===== config.mk =====
export PLATFORM = sky130hd
export DESIGN_NAME = tpc_ctrl
export DESIGN_NICKNAME = d
export VERILOG_FILES = /design/src/hw/rtl/tpc_pkg.sv /design/src/hw/rtl/tpc_ctrl.sv
export SDC_FILE = /design/constraint.sdc
export NUM_CORES = 1
export LEC_CHECK = 0
export ABC_AREA = 1
export BUFFER_PORTS_ARGS = -buffer_cell sky130_fd_sc_hd__buf_4
export CAP_MARGIN = 25
export CORE_AREA = 2 2 39 41
export DETAILED_ROUTE_END_ITERATION = 6
export DIE_AREA = 0 0 41 43
export GPL_TIMING_DRIVEN = 0
export RECOVER_POWER = 25
export SYNTH_ARGS = -nofsm -noshare
export SYNTH_HDL_FRONTEND = slang
export SYNTH_SLANG_ARGS = --single-unit

===== constraint.sdc =====
create_clock -name clk_i -period 2.6 [get_ports clk_i]
set_input_delay 0.52 -clock clk_i [delete_from_list [all_inputs] [get_ports clk_i]]
set_output_delay 0.52 -clock clk_i [all_outputs]
set_load 0.03 [all_outputs]

===== src/hw/rtl/tpc_pkg.sv =====
// shared constants, types and register codes of the three-axis position controller
package tpc_pkg;

  localparam int NUM_LANES     = 3;
  localparam int HEADING_LANE  = 2;
  localparam int DEF_AXES      = 3;
  localparam int DEF_FRAC_BITS = 16;

  localparam int DATA_W  = 32;
  localparam int ERR_W   = 33;
  localparam int SUM_W   = 48;
  localparam int SUM_LO_W = SUM_W / 2;
  localparam int LIMIT_W = 31;
  localparam int IDX_W   = 3;

  localparam int HALF_TURN = 180;
  // half turn split as 4 * 45: the low two integer bits pass straight through
  localparam int RED_DIV   = HALF_TURN / 4;

  // stages: error, heading divide, heading remainder, accumulate, multiply, scale, output
  localparam int NUM_STAGES = 7;

  typedef enum logic [IDX_W-1:0] {
    REG_PROP_GAIN      = 3'd0,
    REG_INTEGRAL_GAIN  = 3'd1,
    REG_DERIV_GAIN     = 3'd2,
    REG_INTEGRAL_LIMIT = 3'd3,
    REG_OUTPUT_LIMIT   = 3'd4
  } reg_idx_e;

  typedef struct packed {
    logic signed [DATA_W-1:0] prop_gain;
    logic signed [DATA_W-1:0] integral_gain;
    logic signed [DATA_W-1:0] deriv_gain;
    logic [LIMIT_W-1:0]       integral_limit;
    logic [LIMIT_W-1:0]       output_limit;
  } cfg_t;

  typedef struct packed {
    logic [NUM_STAGES-1:0] en;
    logic                  out_valid;
  } pipe_ctrl_t;

endpackage


===== src/hw/rtl/tpc_ctrl.sv =====
// stage valid bits and per-stage load enables of the lane pipeline
module tpc_ctrl (
  input  logic                clk_i,
  input  logic                rst_ni,
  input  logic                in_valid_i,
  output logic                in_ready_o,
  input  logic                out_ready_i,
  output tpc_pkg::pipe_ctrl_t ctrl_o
);

  logic [tpc_pkg::NUM_STAGES-1:0] valid_q, valid_d, adv, vin;

  always_comb begin
    adv[tpc_pkg::NUM_STAGES-1] = !valid_q[tpc_pkg::NUM_STAGES-1] || out_ready_i;
    for (int k = tpc_pkg::NUM_STAGES - 2; k >= 0; k--) begin
      adv[k] = !valid_q[k] || adv[k+1];
    end
    vin = {valid_q[tpc_pkg::NUM_STAGES-2:0], in_valid_i};
    for (int k = 0; k < tpc_pkg::NUM_STAGES; k++) begin
      valid_d[k] = adv[k] ? vin[k] : valid_q[k];
    end
  end

  always_ff @(posedge clk_i or negedge rst_ni) begin
    if (!rst_ni) begin
      valid_q <= '0;
    end else begin
      valid_q <= valid_d;
    end
  end

  assign in_ready_o       = adv[0];
  assign ctrl_o.en        = adv & vin;
  assign ctrl_o.out_valid = valid_q[tpc_pkg::NUM_STAGES-1];

endmodule


==> Implementation_results.wiki <==
{| class="wikitable"
! Metric !! Value
|-
| Status || finished, final reports clean
|-
| Max-capacitance violation count || 0
|-
| CTS sink cnt || 7
|-
| Setup Fix Bufs, Post-CTS || 0
|-
| Slack of the worst reg-to-reg path || 1530 ps
|-
| TNS Setup || 0 ps
|-
| Number of violations reported at the end of detailed-routing iteration 0 || 7
|-
| Static power due to leakage || 0.000272 µW
|-
| Vias in the first global route || 269
|-
| Post-detailed-routing wire length || 558 µm
|-
| Reg-to-Reg End || valid_q[1]$_DFFE_PN0P_
|-
| Total Die Area || 0.00176 mm²
|-
| Hold Vio Cnt, Final || 0
|-
| Clock tree from TritonCTS || built
|-
| Fraction of layout instances using a drive strength above 1 || 0.357
|-
| DR vias/cell || 3.88
|-
| YS warnings || 0
|-
| Clk Tree Root Cell || sky130_fd_sc_hd__clkbuf_4
|-
| CTS-repair resized insts || 0
|-
| Die W || 41 µm
|-
| Number of hold buffers added after CTS || 0
|-
| Total half-perimeter wirelength after legalization and detailed placement || 451 µm
|-
| Multiplexer share of the synthesized area || 0
|-
| Max FFs per register || 7
|-
| Most used cells in the layout excluding fill and tap cells || 12 x sky130_fd_sc_hd__inv_1, 12 x sky130_fd_sc_hd__buf_4, 10 x sky130_fd_sc_hd__nand2_1
|-
| Startpoint type of the worst setup path || input pin
|-
| Placer Congestion || 0.619
|-
| Hold_ws || 146 ps
|-
| Die height || 43 µm
|-
| Ratio of total power to cell area || 1010 mW/mm²
|-
| Final period util || 0.731
|-
| Global router's overall resource usage || 0.0880
|-
| Detailed-route via count || 279
|-
| Unrepaired setup endpoints after global routing || false
|-
| Capturing element of the worst setup path || ctrl_o[2]
|-
| Number of buffers added by the clock tree synthesis step || 3
|-
| Normalized max-slew margin || 0.755
|-
| Min cycle time layout || 1900 ps
|-
| Arrival time of the worst setup path || 1380 ps
|-
| First-pass iteration count of the detailed router || 3
|-
| Setup clock skew after layout || 5.13 ps
|-
| Layout area overhead || 37.9%
|-
| Start point of the critical path || out_ready_i
|-
| I/O pin count || 13
|-
| Non-filler cells, final || 72
|-
| Post-Synth Adder-Cell Area || 0
|-
| Type of the tightest min-delay check || input pin to asynchronous set/reset pin
|-
| Synthesized netlist cell count || 40
|-
| Critical path peak fanout || 5
|-
| # placed instances || 68
|-
| Avg Synthesized Cell Area || 8.76 µm²
|-
| Parity-gate share of the synthesized area counting xor and xnor cells || 0
|-
| PortBufs || 12
|-
| Pin count of the biggest net entering global routing || 8
|-
| Effective utilization at floorplan || 0.253
|-
| Distinct cell type count of the synthesized netlist || 12
|-
| Average routed wire per standard cell || 7.75 µm
|-
| Area fraction in compound gates after synthesis || 0.0536
|-
| Later-pin clock latency in the skew report || 250 ps
|-
| Final-stage net count || 61
|-
| Max Fclk || 526 MHz
|-
| Synth Net Count || 44
|-
| Sequential cell area fraction in the yosys report || 0.500
|-
| Critical path required time || 2080 ps
|-
| Number of antenna violations at the first check in global routing || 0
|-
| Cell depth of the worst flop-to-flop path || 5
|-
| VDD IR-drop max || 283 µV
|-
| Number of pins with negative max-slew slack in the final report || 0
|-
| Total core area || 0.00138 mm²
|-
| Slew at the pin closest to its max-slew limit || 368 ps
|-
| Setup violations, final || 0
|-
| Number of diodes added for antenna fixing || 0
|-
| Worst flop-to-flop path startpoint || valid_q[5]$_DFFE_PN0P_
|-
| Largest registers in the final layout || valid_q x7
|-
| Post-synthesis sequential element count || 7
|-
| Total grt overflow || 0
|-
| Critical Path Sink Type || output port
|-
| Antenna Violating Nets Remaining || 0
|-
| Register with the highest flop count || valid_q
|-
| Maximum level of the CTS H-tree || 1
|-
| Site row count || 14
|-
| Cell Area, Synth || 350 µm²
|-
| First-pass GRT wire length || 1000 µm
|-
| Maximum clock path buffer count || 2
|-
| Crit Path Class || input pin to output port
|-
| Fraction of the mapped netlist area in simple logic gates || 0.296
|-
| # DRC || 0
|-
| Worst-path clk slew || 50 ps
|-
| Largest family of logic cells by synthesized area || simple AND/OR/NAND/NOR gates
|}
[where the power goes]
| part | switching (µW) | total [µW] | leakage [µW] | internal, µW |
|---|---|---|---|---|
| Clock | 41.1 | 99.7 | 0.0000150 | 58.6 |
| Combinational | 141 | 222 | 0.000179 | 81.1 |
| Sequential | 25.5 | 163 | 0.0000784 | 138 |
[synthesized netlist by cell type]
library cell,count,area [µm²]
sky130_fd_sc_hd__inv_1,12,45.0
sky130_fd_sc_hd__nand4_4,1,21.3
sky130_fd_sc_hd__nand3_2,1,10.0
sky130_fd_sc_hd__nand2_1,10,37.5
sky130_fd_sc_hd__buf_4,1,7.51
sky130_fd_sc_hd__o21ai_2,1,8.76
sky130_fd_sc_hd__dfrtp_1,7,175
sky130_fd_sc_hd__nor2_4,1,11.3
sky130_fd_sc_hd__nand4_2,1,12.5
sky130_fd_sc_hd__nor2_1,3,11.3
sky130_fd_sc_hd__o21ai_0,1,5.00
sky130_fd_sc_hd__a21oi_1,1,5.00
[layer usage]
layer  GRT usage  vias to the layer above  part of all wire
li1            -                      148                 -
met1      0.0954                      116              0.46
met2       0.125                       13              0.40
met3      0.0314                        2              0.10
met4      0.0800                        0             0.038
met5           0                        -                 0
[how the worst min path moves through the flow]
stage / start / endpoint / slack (ps) / depth (start not counted)
4_1_cts: rst_ni / valid_q[4]$_DFFE_PN0P_ / 60 / 1
3_3_place_gp: rst_ni / valid_q[6]$_DFFE_PN0P_ / 340 / 1
3_5_place_dp: rst_ni / valid_q[6]$_DFFE_PN0P_ / 340 / 1
2_1_floorplan: rst_ni / valid_q[0]$_DFFE_PN0P_ / 220 / 0
6_report: rst_ni / valid_q[2]$_DFFE_PN0P_ / 150 / 1
5_1_grt: rst_ni / valid_q[5]$_DFFE_PN0P_ / 190 / 1
[cells by family (layout without fill, tap and decap cells)]
family / count (synthesis) / after routing
buf+inv: 13 / 29
simple gates: 17 / 17
compound gates: 3 / 3
flops: 7 / 7
[worst max-delay path: stages]
cell and delay [ps]:
sky130_fd_sc_hd__buf_4 120, sky130_fd_sc_hd__inv_1 50, sky130_fd_sc_hd__nand4_2 120, sky130_fd_sc_hd__nor2_4 200, sky130_fd_sc_hd__nand3_2 90, sky130_fd_sc_hd__nand2_1 80, sky130_fd_sc_hd__inv_1 40, sky130_fd_sc_hd__buf_4 160
[layout make-up]
class | instances | area [µm²]
buffer | 1 | 7.51
clock buffer | 4 | 26.3
fill | 144 | 901
inverter | 12 | 45.0
multi-input combinational | 20 | 123
sequential | 7 | 175
tap | 16 | 20.0
timing repair buffer | 12 | 86.3
[metrics by stage]
stage | utilization | setup slack [ps] | power (µW) | instance area (µm²)
final | 0.349 | 698 | 486 | 483
after global routing | 0.349 | 585 | 524 | 483
after CTS | 0.352 | 681 | 494 | 487
after detailed placement | 0.333 | 682 | 392 | 460
after global placement | 0.333 | 692 | 389 | 460
after floorplan | - | 828 | 317 | 350
(Power assumes the default switching activity.)
